$ cat src/hdl/cft_delay.sv
module cft_delay #(
   parameter int W = 8,
   parameter int N = 2
) (
   input  logic         clock,
   input  logic         en,
   input  logic [W-1:0] din,
   output logic [W-1:0] dout
);
   logic [W-1:0] pipe_ff [N];

   always_ff @(posedge clock) begin
      if (en) begin
         pipe_ff[0] <= din;
         for (int k = 1; k < N; k++) begin
            pipe_ff[k] <= pipe_ff[k-1];
         end
      end
   end

   assign dout = pipe_ff[N-1];
endmodule

$ cat config.mk
export PLATFORM = sky130hd
export DESIGN_NAME = cft_delay
export DESIGN_NICKNAME = d
export VERILOG_FILES = /design/src/hdl/cft_delay.sv
export SDC_FILE = /design/constraint.sdc
export NUM_CORES = 1
export LEC_CHECK = 0
export ABC_AREA = 1
export BUFFER_PORTS_ARGS = -buffer_cell sky130_fd_sc_hd__buf_2
export CELL_PAD_IN_SITES_DETAIL_PLACEMENT = 0
export CELL_PAD_IN_SITES_GLOBAL_PLACEMENT = 2
export CORE_MARGIN = 2
export CORE_UTILIZATION = 29
export DETAILED_ROUTE_END_ITERATION = 6
export GPL_TIMING_DRIVEN = 0
export HOLD_SLACK_MARGIN = 0.12
export PLACE_DENSITY_LB_ADDON = 0.1
export SLEW_MARGIN = 20
export SYNTH_ARGS = -nofsm -noshare
export SYNTH_HDL_FRONTEND = slang
export SYNTH_SLANG_ARGS = --single-unit
$ cat constraint.sdc
create_clock -name clock -period 0.8 [get_ports clock]
set_clock_uncertainty 0.05 [all_clocks]
set_input_delay 0.24 -clock clock [delete_from_list [all_inputs] [get_ports clock]]
set_output_delay 0.24 -clock clock [all_outputs]
set_load 0.02 [all_outputs]
# Yosys cells after proc, flatten, opt, wreduce, memory -nomap -nowiden

Memories as Yosys holds them, arrays and structs flattened.
Index checks and enable logic that the tools add are counted.

Bits in registers: 0
Memory bits (writable): 16
Logic and storage cells: 3
Memories kept: 1
Bits of input ports: 10
Output and inout port bits: 8

Muxes and demuxes: 2

Memories:

| memory  | depth | width | rd ports | clocked after Yosys merged registers in | wr ports | line | text |
|---|---|---|---|---|---|---|---|
| pipe_ff | 2     | 8     | 2        | 0                                       | 2        | 10   | `logic [W-1:0] pipe_ff [N];` |

Operator list:

| cell              | number |
|---|---|
| 1-bit two-way mux | 2 |

# Logic depth before layout (Yosys ltp)

Depth after elaboration: 2
Mapped depth: 1
Gate-level depth less buffers: 0

# Worst setup path before layout

OpenSTA, ideal clock, no wires.

Path type: register to output
Start: memory pipe_ff[1][0] (netlist: pipe_ff[0][8])
End: output dout[0]
Required time: 0.510 ns
Arrival time: 0.490 ns
Slack: 0.020 ns
Stages on the path, launching flop included: 2
Path buffers: 1
Cells stage by stage: edfxtp_1 buf_4

RTL lines:

| what               | line | text |
|---|---|---|
| start: declaration | 10   |  |
| end: declaration   | 8    | `output logic [W-1:0] dout` |

==> results.py <==
metrics = {
    "clock_tree": {
        "cts_buffers": 3,
        "cts-root-buf": "clkbuf_4",
        "cts.htree.levels": 1,
        "clock_path_buffers": 2,
        "path_clk_slew_ns": 0.08,
        "tritoncts": "done",
        "clk_latency_ns": 0.27,
        "post-cts-setup-buffers": 0,
        "numClockSinks": 16,
    },
    "detailed_routing": {
        "vias": 217,
        "dr_wl_met2_um": 247,
        "ant_nets": 0,
        "routed_wl_um": 571,
        "drt-met1-wl_um": 269,
        "wl_per_cell_um": 9.36,
        "route.met3.wl_um": 54,
        "routed.top_layer": "met3",
        "drtIter0Drc": 4,
        "first_pass_iters": 4,
        "drc": 0,
        "viasPerCell": 3.56,
    },
    "cells_and_area": {
        "largest-register": "pipe_ff",
        "num-multi-input-gates": 0,
        "seqCellArea_sq_um": 480,
        "syn_to_final_growth_pct": 23.8,
        "largest_register_ffs": 16,
        "diodes": 0,
        "top_regs": "pipe_ff x16",
        "fin_cells": 61,
        "layout-drive-gt1-share_pct": 55.6,
        "multi_input_comb_area_sq_um": 0,
        "nets": 48,
        "stdcell_area_sq_um": 669,
        "fill_cells": 170,
    },
    "logic_synthesis": {
        "synth.distinct_cells": 2,
        "synthAdderAreaFrac_pct": 0,
        "ys_seq_area_share_pct": 88.9,
        "yosys.area_share.simple_pct": 0,
        "synth_cells": 24,
        "synthTopCellsByArea": "edfxtp_1 89%, buf_4 11%",
        "synth_compound_area_share_pct": 0,
        "synth_xor_area_share_pct": 0,
        "synth_top_family_by_area": "buffers and inverters",
        "synth_ff_type": "edfxtp_1",
        "synth_top_cell_area_share_pct": 88.9,
        "netlist_area_sq_um": 541,
        "synth-seq-cells": 16,
        "synth.net_count": 34,
        "synth_edf_count": 16,
        "yosysWarnings": 0,
        "async_flop_share_pct": 0,
        "syn_area_per_cell_sq_um": 22.5,
        "yosysTopAreaCell": "edfxtp_1",
        "synth_most_common_cell": "edfxtp_1",
        "synth_mux_area_share_pct": 0,
        "ys_top_cells_by_count": "16 x edfxtp_1, 8 x buf_4",
    },
    "timing": {
        "setup_viol": 8,
        "final_hold_viol_count": 0,
        "final.setup.worst_slack_ns": -0.302,
        "final.period_utilization_pct": 138,
        "tightest_slew_ns": 0.348,
        "max_clock_freq_ghz": 0.908,
        "fin_crit_ns": 1.10,
        "rsz0062_at_grt": "yes",
        "holdWs_ns": 0.0859,
        "maxSlewHeadroom_pct": 76.8,
        "drv_slew": 0,
    },
    "die": {
        "die_h_um": 47.2,
        "num_rows": 15,
        "io-pin-count": 18,
        "start_util_pct": 31.0,
        "die_area_sq_um": 2230,
        "fp.coreArea_sq_um": 1750,
        "die_x_um": 47.2,
    },
    "place": {
        "place_area_sq_um": 657,
        "dp_slack_ns": -0.157,
        "portBuffers": 17,
        "gp_congestion": 0.590,
        "dp.cells": 66,
    },
    "worst_hold_path": {
        "min_from": "din[4]",
        "hp-class": "in2reg",
        "hold_end": "pipe_ff[0][4]",
        "hold_depth": 1,
    },
    "critical_path": {
        "cp_num_cells": 1,
        "reg2reg_depth": 0,
        "startpoint_type": "flop",
        "cpLargestDelayFamily": "flip-flops",
        "reg2reg_to": "pipe_ff[0][15]",
        "required_ns": 0.51,
        "crit_path_max_fanout": 1,
        "cpPeakStageDelay_ns": 0.39,
        "worst-setup-path-type": "reg2out",
        "r2r_slack_ns": 0.13,
        "arrival_ns": 0.81,
        "crit_slowest_cell": "edfxtp_1",
        "cp_cell_sequence": "buf_6",
        "r2r-start": "pipe_ff[0][7]",
        "cp_num_buf_inv": 1,
        "crit_start": "pipe_ff[0][11]",
        "critPathCaptureType": "output pin",
    },
    "global_routing": {
        "grt_pass1_wl_um": 869,
        "grt_pass1_vias": 193,
        "grt_overflow_total": 0,
        "grt_max_degree": 17,
        "antenna_found_initial": 0,
        "track_usage_pct": 6.16,
    },
    "outcome": {
        "status": "complete, but fails checks",
        "failed_checks": "negative setup slack",
    },
    "pwr": {
        "peakVddDrop_v": 0.000971,
        "p_leak_nw": 0.254,
        "p_per_area_nw_per_um2": 2280,
        "power.total_mw": 1.53,
    },
    "job": {
        "drv_cap": 0,
    },
}
-- where the power goes --
group	switching [mW]	total (mW)	leakage [nW]	internal, mW
clock network	0.217	0.392	0.0138	0.174
logic	0.0612	0.124	0.0838	0.0626
registers	0.0195	1.01	0.157	0.994
total	0.298	1.53	0.254	1.23
-- routing by layer --
| layer | up-vias | GRT usage (%) |
|---|---|---|
| met2 | 13 | 6.85 |
| li1 | 105 | - |
| met4 | 0 | 6.67 |
| met1 | 99 | 8.40 |
| met3 | 0 | 2.31 |
| met5 | - | 0 |
-- placed cells by master, fill, tap and decap left out, drive strengths merged --
| cell | n |
|---|---|
| clkbuf | 3 |
| buf | 17 |
| edfxtp | 16 |
-- kinds of logic after synthesis --
group	Yosys count
DFF	16
buffers and inverters	8
-- per-stage QoR --
| step | setup TNS [ns] | utilization [%] |
|---|---|---|
| 2_1_floorplan | 0 | - |
| 3_3_place_gp | -2.64 | 37.6 |
| 3_5_place_dp | -3.38 | 37.6 |
| 4_1_cts | -2.46 | 38.4 |
| 5_1_grt | -2.65 | 38.4 |
| 6_report | -2.35 | 38.4 |
-- final cells by class --
type	instances	share of cell area, %
Sequential cell	16	71.8
Tap cell	25	4.67
Clock buffer	3	3.36
Timing Repair Buffer	17	20.2
-- what timing repair did --
item | in CTS | in global routing
endpoints found under the hold margin | 8 | 8
endpoints found under the setup margin | 8 | 8
cloned | 0 | 0
gates resized for setup | 16 | 0
-- how the worst max path moves through the flow --
| stage | endpoint | slack (ns) |
|---|---|---|
| 6_report | dout[3] | -0.30 |
| 5_1_grt | dout[5] | -0.35 |
| 4_1_cts | dout[5] | -0.32 |
| 3_5_place_dp | pipe_ff[0][12] | -0.16 |
| 3_3_place_gp | pipe_ff[0][15] | -0.11 |
| 2_1_floorplan | dout[0] | 0.02 |
(Power assumes the default switching activity.)
