===== src/hdl/cft_pkg.sv =====
package cft_pkg;

   typedef enum logic [1:0] {
      REG_CORNER   = 2'd0,
      REG_MU_PEAK  = 2'd1,
      REG_MU_SLIDE = 2'd2
   } reg_index_type;

   localparam int IN_TDATA_W  = 56;
   localparam int OUT_TDATA_W = 40;
   localparam int CSR_W       = 20;

   localparam logic [19:0] CORNER_RESET   = 20'd100000;
   localparam logic [9:0]  MU_PEAK_RESET  = 10'd256;
   localparam logic [9:0]  MU_SLIDE_RESET = 10'd256;

   localparam logic [30:0] ONE_Q30   = 31'h4000_0000;
   localparam logic [19:0] FORCE_MAX = 20'hF_FFFF;

   localparam int SIN_STEPS = 5;
   localparam int COS_STEPS = 6;
   localparam int SIN_DEN [SIN_STEPS] = '{110, 72, 42, 20, 6};
   localparam int COS_DEN [COS_STEPS] = '{132, 90, 56, 30, 12, 2};

endpackage


===== src/hdl/cft_hstep.sv =====
module cft_hstep #(
   parameter int K = 6
) (
   input  logic        clock,
   input  logic        en,
   input  logic [30:0] h_in,
   input  logic [30:0] x2_in,
   output logic [30:0] h_out,
   output logic [30:0] x2_out
);
   import cft_pkg::*;

   localparam logic [31:0] RCP = 32'((64'd1 << 32) / K);

   logic [30:0] va_ff, vb_ff, q0_ff, h_ff;
   logic [30:0] x2a_ff, x2b_ff, x2c_ff;
   logic [61:0] prod;
   logic [62:0] scaled;
   logic [30:0] resid;
   logic [30:0] quot;

   assign prod   = x2_in * h_in;
   assign scaled = va_ff * RCP;
   assign resid  = vb_ff - 31'(q0_ff * 31'(K));
   assign quot   = (resid >= 31'(K)) ? q0_ff + 31'd1 : q0_ff;

   always_ff @(posedge clock) begin
      if (en) begin
         va_ff  <= 31'(prod >> 30);
         x2a_ff <= x2_in;
         q0_ff  <= 31'(scaled >> 32);
         vb_ff  <= va_ff;
         x2b_ff <= x2a_ff;
         h_ff   <= ONE_Q30 - quot;
         x2c_ff <= x2b_ff;
      end
   end

   assign h_out  = h_ff;
   assign x2_out = x2c_ff;
endmodule


===== config.mk =====
export PLATFORM = sky130hd
export DESIGN_NAME = cft_hstep
export DESIGN_NICKNAME = d
export VERILOG_FILES = /design/src/hdl/cft_pkg.sv /design/src/hdl/cft_hstep.sv
export SDC_FILE = /design/constraint.sdc
export NUM_CORES = 2
export LEC_CHECK = 0
export BUFFER_PORTS_ARGS = -buffer_cell sky130_fd_sc_hd__buf_2
export CAP_MARGIN = 20
export CELL_PAD_IN_SITES_DETAIL_PLACEMENT = 0
export CELL_PAD_IN_SITES_GLOBAL_PLACEMENT = 1
export CORE_ASPECT_RATIO = 0.8
export CORE_MARGIN = 1.5
export CORE_UTILIZATION = 55
export DETAILED_ROUTE_END_ITERATION = 10
export PLACE_DENSITY = 0.95
export SYNTH_ARGS = -nofsm -noshare
export SYNTH_HDL_FRONTEND = slang
export SYNTH_SLANG_ARGS = --single-unit

===== constraint.sdc =====
create_clock -name clock -period 19.9 [get_ports clock]
set_input_delay 3.98 -clock clock [delete_from_list [all_inputs] [get_ports clock]]
set_output_delay 3.98 -clock clock [all_outputs]
set_load 0.02 [all_outputs]

# ---- Word-level counts from Yosys, hierarchy flattened
# Index checks and enable logic that the tools add are counted.
dict set report op_classes {
  addsub 3
  multipliers 3
  order_cmp 1
  muxes 1
}
# op count
set op_table {}
lappend op_table {{multiplier 31 x 31 -> 61 bit} 1}
lappend op_table {{multiplier 31 x 29 -> 60 bit, second input constant} 1}
lappend op_table {{greater-or-equal comparator 31 x 3 -> 1 bit, second input constant} 1}
lappend op_table {{subtractor 31 x 30 -> 31 bit, first input constant} 1}
lappend op_table {{subtractor 31 bit} 1}
lappend op_table {{adder 29 x 1 -> 30 bit, second input constant} 1}
lappend op_table {{multiplier 29 x 2 -> 30 bit, second input constant} 1}
lappend op_table {{2-to-1 mux 30 bit} 1}
dict set report totals {
  ff_bits 215
  input_bits 64
  output_inout_bits 62
  wordCells 15
}

# ---- Logic depth before layout (Yosys ltp)
dict set report depth {
  ltp_word 5
  depth_mapped 37
  depth_no_buf 34
}

# ---- Worst setup path before layout
# Ideal clock, no wire load.
dict set report synth_path {
  path_kind {input-to-reg}
  startpoint {input port h_in[6]}
  endpoint {register va_ff[27] (data pin)}
  setup_time_ns 0.258
  t_arrival_ns 11.407
  required_time_ns 19.642
  slack_ns 8.235
  cell_stages 30
  n_path_buf 1
  cell_sequence {clkbuf_1 and2_1 fa_1 fa_1 fa_1 inv_1 fa_1 inv_1 fa_1 inv_1 fa_1 inv_1 fa_1 fa_1 ha_1 a21o_1 a21o_1 a21oi_1 o21ai_0 a21oi_1 o21ai_0 o21ai_0 a31oi_1 a211oi_1 o21ai_0 a31oi_1 nor2_1 or2_2 a21oi_1 xnor2_1}
}
dict set report synth_via {
  elab_chain_cells 1
}
# item line
set synth_rtl {}
lappend synth_rtl {{from (decl)} cft_hstep.sv:6} ;# input logic [30:0] h_in,
lappend synth_rtl {{multiplier 31 x 31 -> 61 bit} cft_hstep.sv:22} ;# assign prod = x2_in * h_in;
lappend synth_rtl {{net prod[57]} cft_hstep.sv:17} ;# logic [61:0] prod;
lappend synth_rtl {{to (signal assigned)} cft_hstep.sv:29} ;# va_ff <= 31'(prod >> 30);
lappend synth_rtl {{to (decl)} cft_hstep.sv:15} ;# logic [30:0] va_ff, vb_ff, q0_ff, h_ff;
# The timed path passes the listed nets, and every way through them passes these cells.
# A chain may end at the register's enable or synchronous reset.

# ---- Worst setup path in the final report
dict set report layout_path {
  startpoint {input port x2_in[12]}
  endpoint {register va_ff[30] (data pin)}
}
dict set report layout_via {
  elab_chain_cells 1
}
# item line
set layout_rtl {}
lappend layout_rtl {{from (decl)} cft_hstep.sv:7} ;# input logic [30:0] x2_in,
lappend layout_rtl {{multiplier 31 x 31 -> 61 bit} cft_hstep.sv:22}
lappend layout_rtl {{net prod[60]} cft_hstep.sv:17}
# The timed path passes the listed nets, and every way through them passes these cells.

==> results.md <==
* RSZ-0062 raised after global routing: no
* Fin crit period at approximately 13 ns
* Max Transition Viols Final at 0
* Largest net degree at the start of global routing at 87
* CP Capture Type: flop
* Main synth FF type: edfxtp_1
* Die Width at 354.9 um
* CTS root buffer: clkbuf_16
* WL per Instance at 21.55 um
* Setup Slack @ Placement at approximately 6.6 ns
* Post-synth EDFFs at between 200 and 250
* Setup TNS at 0 ns
* CP Launch Type: input port
* Initial Utilization at 55.33%
* Yosys reg bits at 214
* Critical Path Slowest Stage Cell: buf_2
* Status: finished, final reports clean
* Die Ht at roughly 280 um
* Critical Path Max Stage Delay at approximately 0.75 ns
* Critical Path Fanout Max at 32
* Area of the die at 101,000 sq um
* DRT iter0 DRCs at roughly 3,300
* CP dominant cell by count: fa_1
* Synthesis Warnings at 0
* Slew @ Worst Pin at between 1 and 1.5 ns
* Top-count cell post-synth: inv_1
* Max-Cap Viols at 0
* Worst-skew pair later-pin latency at ~0.6 ns
* Post-synth top cells: inv_1 (1,293), fa_1 (1,156), nand2_1 (657)
* Clock Sinks at 214
* F_max at 78.04 MHz
* Floorplan row count at 103
* Main area contributors after synthesis: fa_1 (42%), ha_1 (15%), edfxtp_1 (12%), inv_1 (8.9%), and2_1 (4.7%)
* Setup violations, final at 0
* Vias in the first global route at 40,679
* Post-Syn Nets at 7,354
* DRC at 0
* Worst-path clk slew at 0.06 ns
* Crit Path Class: input port to flop
* Buffers on Ports at 125
* Core Region at 98,460 sq um
* Hold/Removal Path Class: flop to flop
* GPL Wtd Cong at 0.9770
* CTS tree: yes
* Final ANT Viol Nets at 0
* Global-route wire length before repair at 232.3 mm
* Post-Syn Area at ~54,000 sq um
* Clock Skews at 0.02451 ns
* Post-CTS Setup Bufs at 0
* Syn-to-layout area delta at 4.892%
* Ports at 126
* DR vias at 38,656
* Share of cells above drive strength 1 at 4.404%
* Data arrival, critical path at 13.17 ns
* Hold slack at 0.4159 ns
* Post-DP HPWL at between 100 and 150 mm
* H-Tree Level Count at 1
* Share of the synthesized area in the top cell type at 42.48%
* Unique cell type count in the Yosys netlist at 84
* Synth async-reset ratio at 0%
* Total CTS buffers at 26
* CTS resizes at 0
* Total grt overflow at 0
* Longest Clk Path Bufs at 3
* WP data required at 20.26 ns
* Sequential area share after synthesis at about an eighth
* Relative slew slack at 31.81%
* Total GRT Usage at between 30% and 40%
* Syn_area_per_cell at 9.917 sq um
* Final nets at 7,336
* Vias per inst at ~5.7
* Largest area contributor in the netlist: fa_1
* Initial antenna violation count at 6
* Total wire length at 146.8 mm
* Hold-fix buffers, CTS at 0
* Initial DRT Pass Iterations at 6
* Final setup margin at 7.085 ns
* Final Hold Vio Count at 0
* Syn Inst Count at 5,493
* Fin crit share at 64.39%
==> critical path: cells and delay by family <==
family	cells	cell delay, ns
XOR/XNOR	1	0.11
AND/OR/NAND/NOR	5	1.18
buffers and inverters	4	1.08
AO/OA/AOI/OAI	8	2.52
adder cells (fa/ha/maj)	9	4.23
==> per-stage QoR <==
| step | instances | instance area, sq um | utilization, % |
|---|---|---|---|
| detailed placement | 6759 | 56260 | 57.14 |
| finish | 6811 | 57140 | 58.03 |
| global route | 6808 | 57130 | 58.03 |
| global placement | 6759 | 56260 | 57.14 |
| floorplan | 5493 | 54470 | - |
| CTS | 6807 | 57130 | 58.02 |
==> metal layers <==
layer / vias up / global-route usage, % / routed length, um
li1: 16734 / - / -
met1: 19626 / 44.83 / 63020
met2: 2027 / 43.89 / 62460
met3: 267 / 7.878 / 17770
met4: 2 / 6.944 / 3519
met5: - / 0 / 8
==> layout by cell type, fill, tap and decap left out, types with 54 or more instances in the layout <==
| cell type | instances |
|---|---|
| a21oi_1 | 119 |
| xor2_1 | 54 |
| fa_1 | 1156 |
| buf_2 | 124 |
| ha_1 | 641 |
| nand2_1 | 657 |
| xnor2_1 | 107 |
| edfxtp_1 | 214 |
| nor2_1 | 84 |
| and2_1 | 413 |
| inv_1 | 1293 |
| o21ai_0 | 57 |
| a21o_1 | 73 |
==> sequential cells by signal, indices dropped and copies added (netlist names) <==
register,flops
q0_ff,29
x2a_ff,31
va_ff,31
x2_out,31
vb_ff,30
x2b_ff,31
h_out,31
==> worst paths after layout <==
check	slack, ns	endpoint	cells after the start	start
worst max-delay path	7.09	va_ff[30]$_DFFE_PP_	27	x2_in[12]
worst min-delay path	0.42	x2b_ff[5]$_DFFE_PP_	0	x2a_ff[5]$_DFFE_PP_
worst max register to register	9.08	q0_ff[28]$_DFFE_PP_	28	va_ff[21]$_DFFE_PP_
worst min register to register	0.42	x2b_ff[5]$_DFFE_PP_	0	x2a_ff[5]$_DFFE_PP_
==> logic make-up after synthesis <==
group / synth area share [%]
fa+ha+maj: 57.21
buf+inv: 10.41
simple gates: 12.47
compound gates: 5.280
flops: 11.80
xor+xnor: 2.648
mux: 0.1883
==> area by class of cell <==
cell class	count	area, sq um
fillers	8371	41320
well taps	1312	1642
clock inverters	20	212.7
clock buffers	28	658.1
inverters	1293	4853
flip-flops and latches	214	6426
diodes	4	10.01
multi-input cells	3772	42380
repair buffers	168	958.4
Power is left out: the tool's default activity adds up to more than one toggle a clock period on the data nets, which glitch-free logic cannot reach.
