File: config.mk
export PLATFORM = sky130hd
export DESIGN_NAME = cft_div
export DESIGN_NICKNAME = d
export VERILOG_FILES = /design/src/hdl/cft_div.sv
export SDC_FILE = /design/constraint.sdc
export NUM_CORES = 2
export LEC_CHECK = 0
export ABC_AREA = 1
export ABC_CLOCK_PERIOD_IN_PS = 4150
export BUFFER_PORTS_ARGS = -buffer_cell sky130_fd_sc_hd__buf_2
export CAP_MARGIN = 20
export CORE_MARGIN = 2
export CORE_UTILIZATION = 50
export DETAILED_ROUTE_END_ITERATION = 10
export PLACE_DENSITY = 0.63
export REMOVE_ABC_BUFFERS = 1
export SLEW_MARGIN = 20
export SYNTH_ARGS = -nofsm -noshare
export SYNTH_HDL_FRONTEND = slang
export SYNTH_SLANG_ARGS = --single-unit
File: constraint.sdc
create_clock -name clock -period 4.15 [get_ports clock]
set_input_delay 0.2075 -clock clock [delete_from_list [all_inputs] [get_ports clock]]
set_output_delay 0.2075 -clock clock [all_outputs]
set_load 0.01 [all_outputs]
File: src/hdl/cft_div.sv
module cft_div #(
   parameter int NW = 44,
   parameter int DW = 29,
   parameter int QW = 16
) (
   input  logic          clock,
   input  logic          en,
   input  logic [NW-1:0] dividend,
   input  logic [DW-1:0] divisor,
   output logic [QW-1:0] quotient
);
   localparam int CW = (NW > DW + QW) ? NW : DW + QW;

   logic [NW-1:0] rem_ff [QW-1];
   logic [DW-1:0] d_ff   [QW-1];
   logic [QW-1:0] q_ff   [QW-1];
   logic [QW-1:0] quot_ff;

   for (genvar j = 0; j < QW; j++) begin : g_stage
      localparam int SH = QW - 1 - j;
      logic [NW-1:0] rem_cur;
      logic [DW-1:0] d_cur;
      logic [QW-1:0] q_cur;
      logic [CW-1:0] trial;
      logic          take;

      if (j == 0) begin : g_first
         assign rem_cur = dividend;
         assign d_cur   = divisor;
         assign q_cur   = '0;
      end else begin : g_next
         assign rem_cur = rem_ff[j-1];
         assign d_cur   = d_ff[j-1];
         assign q_cur   = q_ff[j-1];
      end

      assign trial = CW'(d_cur) << SH;
      assign take  = CW'(rem_cur) >= trial;

      if (j < QW - 1) begin : g_reg
         always_ff @(posedge clock) begin
            if (en) begin
               rem_ff[j] <= take ? NW'(CW'(rem_cur) - trial) : rem_cur;
               d_ff[j]   <= d_cur;
               q_ff[j]   <= take ? (q_cur | (QW'(1) << SH)) : q_cur;
            end
         end
      end else begin : g_last
         always_ff @(posedge clock) begin
            if (en) begin
               quot_ff <= take ? (q_cur | (QW'(1) << SH)) : q_cur;
            end
         end
      end
   end

   assign quotient = quot_ff;
endmodule

# --- After elaboration in Yosys (flattened, before gate mapping) ---
# Memory sizes are Yosys's and may differ from the RTL's.
# Cells that the tools add are included.
classes:
  n_addsub: 15
  magnitude_cmp: 16
  muxes: 32
ops:
  columns: ["cell", "n"]
  rows:
  - ["$mux W44", 15]
  - ["$ge A44 B29 Y1", 1]
  - ["$ge A44 B30 Y1", 1]
  - ["$ge A44 B31 Y1", 1]
  - ["$ge A44 B32 Y1", 1]
  - ["$ge A44 B33 Y1", 1]
  - ["$ge A44 B34 Y1", 1]
  - ["$ge A44 B35 Y1", 1]
  - ["$ge A44 B36 Y1", 1]
  - ["$ge A44 B37 Y1", 1]
  - ["$ge A44 B38 Y1", 1]
  - ["$ge A44 B39 Y1", 1]
  - ["$ge A44 B40 Y1", 1]
  - ["$ge A44 B41 Y1", 1]
  - ["$ge A44 B42 Y1", 1]
  - ["$ge A44 B43 Y1", 1]
  - ["$ge A44 B44 Y1", 1]
  - ["$sub A44 B30 Y44", 1]
  - ["$sub A44 B31 Y44", 1]
  - ["$sub A44 B32 Y44", 1]
  - ["$sub A44 B33 Y44", 1]
  - ["$sub A44 B34 Y44", 1]
  - ["$sub A44 B35 Y44", 1]
  - ["$sub A44 B36 Y44", 1]
  - ["other kinds (24)", 25]
word_totals:
  regBits: 16
  ram_bits: 1335
  out_inout_bits: 16
  word_cells: 68
  n_memories: 3
memory_table:
  columns: ["name", "words", "width", "read_ports", "rd_clocked_by_memory_dff", "write_ports", "line_no", "rtl"]
  rows:
  - ["rem_ff", 15, 44, 15, 0, 15, "14", "logic [NW-1:0] rem_ff [QW-1];"]
  - ["d_ff", 15, 29, 15, 0, 15, "15", "logic [DW-1:0] d_ff [QW-1];"]
  - ["q_ff", 15, 16, 15, 0, 15, "16", "logic [QW-1:0] q_ff [QW-1];"]

# --- Depth between registers and ports, before layout ---
# An unclocked memory read counts as a cell.
logic_depth:
  depth_word: 3
  depth_mapped: 16

# --- Worst setup path before layout ---
# Ideal clock, no wire load.
synth_path:
  kind: "register -> register"
  start: "memory d_ff[2][0]"
  end: "memory rem_ff[3][35] (netlist: rem_ff[0][167]), data pin"
  setup_ps: 253
  arrival_ps: 2019
  setup_slack_ps: 1877
  path_stages_with_launch: 14
  n_path_buf: 1
  path_cell_list: "edfxtp_1 ha_1 fa_1 o21ai_2 nand3_1 nand2_1 nand2_1 nand2_1 nand2_1 nand2_2 inv_1 buf_2 nand2_1 nand2_1"
synth_lines:
  columns: ["item", "line_no"]
  rows:
  - ["from (decl)", "15"]
  - ["to (decl)", "14"]

==> impl_metrics.json <==
{
  "insertion_delay_ns": 0.83,
  "p_int_mw": 33.8,
  "yosysWarnings": 0,
  "met1_usage_pct": 46.3,
  "dr.pass1.iters": 6,
  "post-dp-hpwl_mm": 244,
  "cts_root_buffer": "clkbuf_16",
  "row_count": 149,
  "drtAntennaViolNets": 0,
  "ys_ff_latch": 1231,
  "yosysSeqAreaShare_pct": 44.4,
  "htree_levels": 4,
  "drt-initial-drc-count": 8142,
  "clkPwrFrac_pct": 20.6,
  "grt_overflow": 0,
  "endpoint_kind": "register",
  "ys_async_sr_fraction_pct": 0,
  "p_comb_share_pct": 46.3,
  "die_width_um": 412,
  "placedCellCount": 13500,
  "hold_viol": 0,
  "p_sw_mw": 28.3,
  "min_path_type": "input port to register",
  "finClkSkew_ns": 0.0369,
  "core_area_um2": 165000,
  "cts.sinks": 1231,
  "start_util_pct": 50.5,
  "wl_per_cell_um": 21.7,
  "clockBufferDepth": 3,
  "cts_tree": "done",
  "seq_area_um2": 37000,
  "numCtsBuffers": 141,
  "worst_slew_pin_slew_ns": 1.22,
  "grt_pass1_wl_mm": 438,
  "clkSlewWorstSetupHoldPaths_ns": 0.06,
  "final_util_pct": 55.7,
  "rsz0062_at_grt": "no",
  "grtUsageTotal_pct": 34.9,
  "grt_pass1_vias": 69800,
  "ys_top_cells_by_area": "edfxtp_1 44%, nand2_1 20%, inv_1 9.7%",
  "final_common_cell": "nand2_1",
  "layout.cells.non_filler": 13800,
  "drc": 0,
  "synth_cells": 11300,
  "worst_path_max_delay_cell": "nor4_1",
  "path_max_fanout": 4,
  "synth_top_flop_cell": "edfxtp_1",
  "cts.hold.buffers_added": 74,
  "die_area_um2": 170000,
  "final_max_slew_viol_count": 0,
  "via_per_inst": 5.40,
  "die_y_um": 412,
  "synth_top_area_cell": "edfxtp_1",
  "gp_congestion": 1.18,
  "drive_gt1_share_pct": 3.63,
  "cpPeakStageDelay_ns": 0.98,
  "peakVddDrop_uv": 516,
  "synth_cell_type_count": 42,
  "antenna_found_initial": 12,
  "syn_to_final_growth_pct": 10.4,
  "synth_top_area_share_pct": 44.4,
  "final.fill_count": 15800,
  "detail_route.wirelength_mm": 300,
  "finalSetupViolations": 0,
  "swShare_pct": 45.5,
  "ios": 91,
  "max_cap_violations": 0,
  "critical_path_class": "register to register",
  "cts_setup_buffers": 0,
  "busiest_layer": "met2",
  "slew_headroom_pct": 17.7,
  "min_period_over_period_pct": 84.4,
  "cp.required_ns": 4.69,
  "multi_input_area_um2": 37600,
  "synth.avg_cell_area_um2": 7.40,
  "grt_use_met2_pct": 55.3,
  "status": "completed",
  "synth_edf_count": 1231,
  "synth_area_um2": 83300,
  "grt_max_degree": 124,
  "finalCriticalPeriod_ns": 3.50,
  "use_met3_pct": 6.97,
  "fmax_ghz": 0.286,
  "nNetsFinal": 12100,
  "dr_total_vias": 74800,
  "setup_tns_ns": 0,
  "critPathLaunchType": "register",
  "final_cell_mix": "4350 x nand2_1, 2150 x inv_1, 1231 x edfxtp_1",
  "p_leak_nw": 45.9,
  "cts.repair.resized": 0,
  "portBuffers": 90,
  "worstPathArrival_ns": 4.04,
  "p_seq_share_pct": 33.1,
  "worstPathCellList": "inv_1 > ha_1 > nand2_1 > nor2_1 > inv_1 > nor2_1 > nand2_1 > nor4_1 > nor2_1 > nand3_1 > nand2_1",
  "power_density_nw_per_um2": 674
}
Yosys cell counts, drive strengths merged, types with 6 or more instances:
cell type,number
a21o,6
a21oi,437
and2,17
buf,88
clkbuf,6
edfxtp,1231
fa,15
ha,464
inv,2160
nand2,4364
nand3,661
nand3b,59
nand4,154
nor2,941
nor3,92
nor4,13
o211ai,8
o21ai,214
o21bai,39
or2,13
xnor2,26
xor2,229
logic make-up (layout without fill, tap and decap cells):
| logic type | after synthesis | after routing | synth area share, % |
|---|---|---|---|
| xor+xnor | 255 | 255 | 2.68 |
| simple gates | 6324 | 6324 | 30.6 |
| buf+inv | 2254 | 2643 | 10.5 |
| fa+ha+maj | 479 | 479 | 7.33 |
| flops | 1231 | 1231 | 44.4 |
| compound gates | 713 | 713 | 4.51 |
| other cells | 0 | 5 | 0 |
path summary, 6_finish.rpt:
path / start / end / slack [ns] / depth (start not counted)
worst max register to register: d_ff[10][24]$_DFFE_PP_ / rem_ff[1][169]$_DFFE_PP_ / 0.65 / 11
worst min-delay path: divisor[12] / d_ff[0][12]$_DFFE_PP_ / 0.1 / 2
worst min register to register: q_ff[1][44]$_DFFE_PP_ / q_ff[1][60]$_DFFE_PP_ / 0.42 / 0
worst max-delay path: d_ff[10][24]$_DFFE_PP_ / rem_ff[1][169]$_DFFE_PP_ / 0.65 / 11
area by class of cell:
cell class | count | share of cell area, %
Antenna cell | 5 | 0.0136
Clock buffer | 162 | 3.92
Clock inverter | 98 | 1.22
Inverter | 2160 | 8.81
Multi-Input combinational cell | 7771 | 40.9
Sequential cell | 1231 | 40.2
Tap cell | 2189 | 2.98
Timing Repair Buffer | 223 | 1.97
power groups by stage:
stage	Clock (mW)	Combinational (mW)	Sequential [mW]
floorplan	0	19.7	18.8
global placement	0	27.9	20.7
detailed placement	0	28.0	20.7
CTS	13.0	28.2	20.5
global route	13.4	32.1	20.6
finish	12.8	28.7	20.6
critical path: cells and delay by family (launching register included):
kind	cells	cell delay [ns]
DFF	1	0.60
buffers and inverters	2	0.19
and+or+nand+nor	8	2.06
adders and majority gates	1	0.37
per-layer routing:
metal / up-vias / wire [µm]
li1: 36100 / -
met1: 34800 / 123000
met2: 3240 / 135000
met3: 569 / 27300
met4: 10 / 14700
met5: - / 98
sequential cells by signal, summed over array words and instances, names as in the netlist:
register and cells:
d_ff 435, rem_ff 660, q_ff 120, quotient 16
metrics by stage:
stage	worst slack, ns	hold WS, ns	total power, mW	instance area (µm²)
finish	0.648	0.0969	62.0	92000
global route	0.551	0.0780	66.2	92000
CTS	0.758	0.0448	61.7	92000
detailed placement	0.767	0.405	48.6	86500
global placement	0.805	0.401	48.6	86500
floorplan	0.990	0.306	38.5	82700
Note: power is estimated with default switching activity, not from simulation.
