--- src/hdl/cft_sqrt.sv ---
module cft_sqrt (
   input  logic        clock,
   input  logic        en,
   input  logic [32:0] radicand,
   output logic [16:0] root
);
   localparam int NS = 17;

   logic [32:0] rem_ff  [NS-1];
   logic [16:0] part_ff [NS-1];
   logic [16:0] root_ff;

   for (genvar j = 0; j < NS; j++) begin : g_stage
      localparam int B = NS - 1 - j;
      logic [32:0] rem_cur;
      logic [16:0] part_cur;
      logic [34:0] cand;
      logic        take;

      if (j == 0) begin : g_first
         assign rem_cur  = radicand;
         assign part_cur = '0;
      end else begin : g_next
         assign rem_cur  = rem_ff[j-1];
         assign part_cur = part_ff[j-1];
      end

      assign cand = (35'(part_cur) << (B + 1)) | (35'(1) << (2 * B));
      assign take = 35'(rem_cur) >= cand;

      if (j < NS - 1) begin : g_reg
         always_ff @(posedge clock) begin
            if (en) begin
               rem_ff[j]  <= take ? 33'(35'(rem_cur) - cand) : rem_cur;
               part_ff[j] <= take ? (part_cur | (17'(1) << B)) : part_cur;
            end
         end
      end else begin : g_last
         always_ff @(posedge clock) begin
            if (en) begin
               root_ff <= take ? (part_cur | (17'(1) << B)) : part_cur;
            end
         end
      end
   end

   assign root = root_ff;
endmodule

--- config.mk ---
export PLATFORM = sky130hd
export DESIGN_NAME = cft_sqrt
export DESIGN_NICKNAME = d
export VERILOG_FILES = /design/src/hdl/cft_sqrt.sv
export SDC_FILE = /design/constraint.sdc
export NUM_CORES = 1
export LEC_CHECK = 0
export BUFFER_PORTS_ARGS = -buffer_cell sky130_fd_sc_hd__clkbuf_2
export CORE_UTILIZATION = 40
export DETAILED_ROUTE_END_ITERATION = 12
export GPL_ROUTABILITY_DRIVEN = 0
export SLEW_MARGIN = 20
export SYNTH_ARGS = -nofsm -noshare
export SYNTH_HDL_FRONTEND = slang
export SYNTH_SLANG_ARGS = --single-unit
--- constraint.sdc ---
create_clock -name clock -period 5.5 [get_ports clock]
set_clock_uncertainty 0.2 [all_clocks]
set_input_delay 0 -clock clock [delete_from_list [all_inputs] [get_ports clock]]
set_output_delay 0 -clock clock [all_outputs]
set_load 0.005 [all_outputs]
* After elaboration in Yosys (flattened, before gate mapping)
Memory sizes are Yosys's and may differ from the RTL's.
Cells that the tools add are included.
** Operators by class
- Magnitude comparators :: 17
- Add/subtract/negate cells :: 16
- Mux-type cells :: 34
** Operators with widths (number)
- 33-bit two-way mux :: 16
- 33-bit by 18-bit >= comparator with 1-bit output :: 1
- 33-bit by 19-bit >= comparator with 1-bit output :: 1
- 33-bit by 20-bit >= comparator with 1-bit output :: 1
- 33-bit by 21-bit >= comparator with 1-bit output :: 1
- 33-bit by 22-bit >= comparator with 1-bit output :: 1
- 33-bit by 23-bit >= comparator with 1-bit output :: 1
- 33-bit by 24-bit >= comparator with 1-bit output :: 1
- 33-bit by 25-bit >= comparator with 1-bit output :: 1
- 33-bit by 26-bit >= comparator with 1-bit output :: 1
- 33-bit by 27-bit >= comparator with 1-bit output :: 1
- 33-bit by 28-bit >= comparator with 1-bit output :: 1
- 33-bit by 29-bit >= comparator with 1-bit output :: 1
- 33-bit by 30-bit >= comparator with 1-bit output :: 1
- 33-bit by 31-bit >= comparator with 1-bit output :: 1
- 33-bit by 32-bit >= comparator with 1-bit output :: 1
- 33-bit >= comparator :: 1
- 33-bit >= comparator, second input constant :: 1
- 33-bit by 19-bit subtractor with 33-bit output :: 1
- 33-bit by 20-bit subtractor with 33-bit output :: 1
- 33-bit by 21-bit subtractor with 33-bit output :: 1
- 33-bit by 22-bit subtractor with 33-bit output :: 1
- 33-bit by 23-bit subtractor with 33-bit output :: 1
- 33-bit by 24-bit subtractor with 33-bit output :: 1
- 27 further kinds :: 28
** Storage, ports and cells
- Flip-flop bits (word level) :: 17
- Memories kept :: 2
- Logic and storage cells :: 71
- Output and inout port bits :: 17
- RAM bits :: 800
** Memory list
- rem_ff :: words 16, width 33, rd ports 16, clocked after Yosys merged registers in 0, wr ports 16, line 9 : logic [32:0] rem_ff [NS-1];
- part_ff :: words 16, width 17, rd ports 16, clocked after Yosys merged registers in 0, wr ports 16, line 10 : logic [16:0] part_ff [NS-1];

* Depth between registers and ports, before layout
An unclocked memory read counts as a cell.
- Depth in word-level cells :: 3
- Depth in mapped cells :: 12
- Gate-level depth less buffers :: 10

* Least setup slack after synthesis
Ideal clock, no wire load.
- Kind :: flip-flop to flip-flop
- From :: mem rem_ff[12][20]
- To :: mem rem_ff[13][32], data pin
- Cell stages (with the launch flop) :: 9
- Path buffers :: 0
- Setup slack :: 2434 ps
- Arrival time :: 2608 ps
- Cell sequence :: edfxtp_1 ha_1 or4b_1 or4_1 nor4_1 nor4_1 and2_1 or3b_1 xnor2_1
** RTL lines (line)
- start, declared :: 9

==> out/metrics.csv <==
stage,metric,value,unit
drt,Detailed Route Iter0 Violations,1224,
yosys,"top cells by area, synth","edfxtp_1 (64%), ha_1 (6.5%), xnor2_1 (2.9%)",
floorplanning,Initial Utilization,40.4,%
timing,Final Hold Fails,0,
drt,vias,19300,
drt,Routed Antenna Nets,0,
clocking,Skew-Pair Late Insertion Delay,0.63,ns
setup_path,WP buf/inv,0,
timing,RSZ-0062 raised after global routing,no,
timing,headroom to the max-slew limit,26.7,%
global_route,first-pass GRT wire length,101000,um
global_route,total global-route track usage,15.6,%
yosys,Netlist cell types,84,
floorplanning,# rows,103,
timing,Setup TNS,0,ns
clocking,hold-fix buffer count after cts,67,
floorplanning,core box area,78900,um^2
setup_path,CP Launch Type,register,
cells_and_area,fraction of layout cells with a size suffix above 1,8.46,%
setup_path,critical path type,register to register,
drt,# DRC,0,
drt,DRT Pass-1 Iters,5,
yosys,post-synthesis mux area share,0.951,%
power_and_ir_drop,Lkg Pwr,0.0137,uW
drt,DR vias/cell,5.23,
setup_path,CP Capture Type,register,
floorplanning,Die Area,80800,um^2
setup_path,"Req. time, crit path",5.68,ns
cells_and_area,Fill cells,6841,
cells_and_area,Layout area overhead,14.5,%
setup_path,CP Launch Point,rem_ff[12][8]$_DFFE_PP_,
clocking,Post-CTS Repair Setup Buffers,0,
clocking,H-tree lvl count,3,
setup_path,Worst setup endpoint,rem_ff[13][32]$_DFFE_PP_,
placed_design,DP Wirelength,45900,um
timing,Final Cycle Share,68.9,%
timing,final setup fails,0,
yosys,Compound-Gate Fraction of Synth Area,9.02,%
global_route,initial antenna violation count,0,
clocking,root buf cell,clkbuf_16,
cells_and_area,Layout Nets,2778,
yosys,main combinational cell family by area after synthesis,simple AND/OR/NAND/NOR gates,
setup_path,worst-path cell chain,"ha_1, or4b_1, or4_1, nor4_1, nor4_1, and2_1, or3b_1, xnor2_1",
setup_path,Crit Path Max Fanout,31,
cells_and_area,Ant. Diodes,0,
setup_path,Critical Path Slowest Stage Cell,or4_1,
yosys,"top cells by count, synth","edfxtp_1 (681), inv_1 (193), ha_1 (166)",
power_and_ir_drop,Max IR drop VDD,0.000251,V
clocking,Clock transition at path regs,0.06,ns
timing,Final Max Slew Viols,0,
yosys,sequential area share after synthesis,64.2,%
clocking,clock tree sinks,681,
yosys,"Top FF cell, synth",edfxtp_1,
global_route,GRT overflow,0,
yosys,Synth Warn #,0,
floorplanning,die height,284,um
clocking,Longest Clk Path Bufs,3,
timing,worst hold slack,0.240,ns
power_and_ir_drop,PwrDens,394,nW/um^2
clocking,post-CTS sizing,0,
yosys,ys async rst share,0,%
global_route,vias in the first global route,19800,
yosys,post-synth net total,2611,
min_path,worst hold stages,0,
yosys,post-synthesis register bit count,681,
yosys,Post-synth EDFFs,681,
floorplanning,# IOs,52,
cells_and_area,Final Instance Area,36500,um^2
setup_path,R2R Setup Slk,1.71,ns
yosys,post-synthesis instance total,2410,
setup_path,slowest cell delay on critical path,0.56,ns
clocking,CTS tree,built,
timing,Worst-Margin Slew,1.10,ns
setup_path,R2R Path Start,rem_ff[12][8]$_DFFE_PP_,
yosys,Post-Synth Simple-Gate Area,10.9,%
setup_path,worst r2r dst,rem_ff[13][32]$_DFFE_PP_,
setup_path,cell mode on critical path,nor4_1,
yosys,Syn Area/Cell,13.2,um^2
placed_design,port bufs,51,
yosys,most frequent cell after synthesis,edfxtp_1,
setup_path,Reg2Reg Depth,8,
floorplanning,Die Span X,284,um
setup_path,"Largest delay share family, worst path",simple AND/OR/NAND/NOR gates,
yosys,share of the synthesized area in the top cell type,64.2,%
setup_path,cell depth of the worst setup path,8,
drt,Total Wirelength,63000,um
global_route,largest net degree at the start of global routing,184,
outcome,status,finished clean,
yosys,Synth Area in Adders,6.52,%
placed_design,area post-placement,33400,um^2
timing,Max Freq,0.264,GHz
setup_path,Worst Path Arrival,3.97,ns
min_path,Hold WC Path Type,register to register,
clocking,TritonCTS Buffers,74,
yosys,cell taking the most area after synthesis,edfxtp_1,
yosys,Synth Area in XOR/XNOR,5.42,%
yosys,Mapped Area,31800,um^2
timing,fin crit period,3.79,ns
job,Max Cap Viol,0,
drt,WL per Instance,17.1,um
-- metal layers --
| layer | global-route usage [%] | part of all wire [%] | vias up | wire [um] |
|---|---|---|---|---|
| li1 | - | - | 9389 | - |
| met1 | 15.1 | 36 | 9303 | 22700 |
| met2 | 31.3 | 56 | 389 | 35400 |
| met3 | 2.15 | 2.7 | 177 | 1710 |
| met4 | 8.33 | 5.1 | 0 | 3220 |
| met5 | 0 | 0 | - | 0 |
-- registers in the layout (all words and copies together), names as in the netlist --
register and count:
rem_ff 528, part_ff 136, root 17
-- worst min path at each step --
stage / from / end / slack (ns)
3_3_place_gp: radicand[2] / rem_ff[0][2]$_DFFE_PP_ / -0.02
4_1_cts: part_ff[6][20]$_DFFE_PP_ / part_ff[7][3]$_DFFE_PP_ / 0.24
5_1_grt: rem_ff[7][9]$_DFFE_PP_ / rem_ff[8][9]$_DFFE_PP_ / 0.25
2_1_floorplan: radicand[0] / rem_ff[0][0]$_DFFE_PP_ / -0.10
3_5_place_dp: radicand[15] / rem_ff[0][15]$_DFFE_PP_ / -0.02
6_report: part_ff[6][20]$_DFFE_PP_ / part_ff[7][3]$_DFFE_PP_ / 0.24
-- metrics by stage --
step | std cells | util, % | total power, uW | setup slack, ns
6_report | 3685 | 46.2 | 14400 | 1.71
2_1_floorplan | 2410 | - | 8800 | 2.43
3_3_place_gp | 3484 | 42.3 | 9490 | 1.70
5_1_grt | 3685 | 46.2 | 15000 | 1.52
3_5_place_dp | 3484 | 42.3 | 9590 | 1.72
4_1_cts | 3685 | 46.2 | 14500 | 1.72
-- cells in the final DEF, fill, tap and decap left out, types with 12 or more instances in the layout --
master,netlist,final
or2_2,12,12
nand4_1,36,36
clkinv_2,0,15
or3_1,20,20
nor4b_1,14,13
nor2b_1,22,22
xnor2_1,104,104
nor4_1,70,70
nand3_1,36,36
inv_1,193,193
nor3_1,54,53
clkbuf_2,0,50
or4_1,12,12
nand2_1,155,155
mux2_2,18,18
clkbuf_16,0,74
edfxtp_1,681,681
nor2_1,119,119
ha_1,166,166
o31ai_1,18,18
a21o_1,44,44
and3_1,12,12
clkbuf_1,23,12
nand2b_1,28,28
o21a_1,40,40
clkinv_1,0,17
a21oi_1,104,104
dlygate4sd3_1,0,67
xor2_1,93,93
o21ai_0,135,135
-- final cells by class --
| class | instances | area [um^2] | share of cell area [%] |
|---|---|---|---|
| repair buffers | 131 | 1070 | 2.94 |
| clock inverters | 48 | 513 | 1.41 |
| inverters | 195 | 737 | 2.02 |
| well taps | 1050 | 1310 | 3.60 |
| flip-flops and latches | 681 | 20400 | 56.1 |
| multi-input cells | 1494 | 10500 | 28.8 |
| clock buffers | 86 | 1900 | 5.20 |
-- worst register-to-register path, cell delays in order, from the launching register on --
cell and delay, ns:
edfxtp_1 0.40, ha_1 0.41, or4b_1 0.46, or4_1 0.56, nor4_1 0.26, nor4_1 0.13
and2_1 0.48, or3b_1 0.52, xnor2_1 0.13
-- cell families (layout without fill, tap and decap cells) --
family / count (synthesis) / after routing
AO/OA/AOI/OAI: 452 / 452
XOR/XNOR: 197 / 197
adder cells (fa/ha/maj): 166 / 166
buffers and inverters: 235 / 460
flip-flops: 681 / 681
multiplexers: 28 / 28
other: 1 / 1
AND/OR/NAND/NOR: 650 / 650
-- power breakdown --
group | switching [uW] | leakage (uW) | internal (uW)
Combinational | 1390 | 0.00596 | 1100
Clock | 2070 | 0.00117 | 2760
Sequential | 454 | 0.00653 | 6590
Total | 3920 | 0.0137 | 10400
No activity file was read; power rests on OpenSTA's default activity.
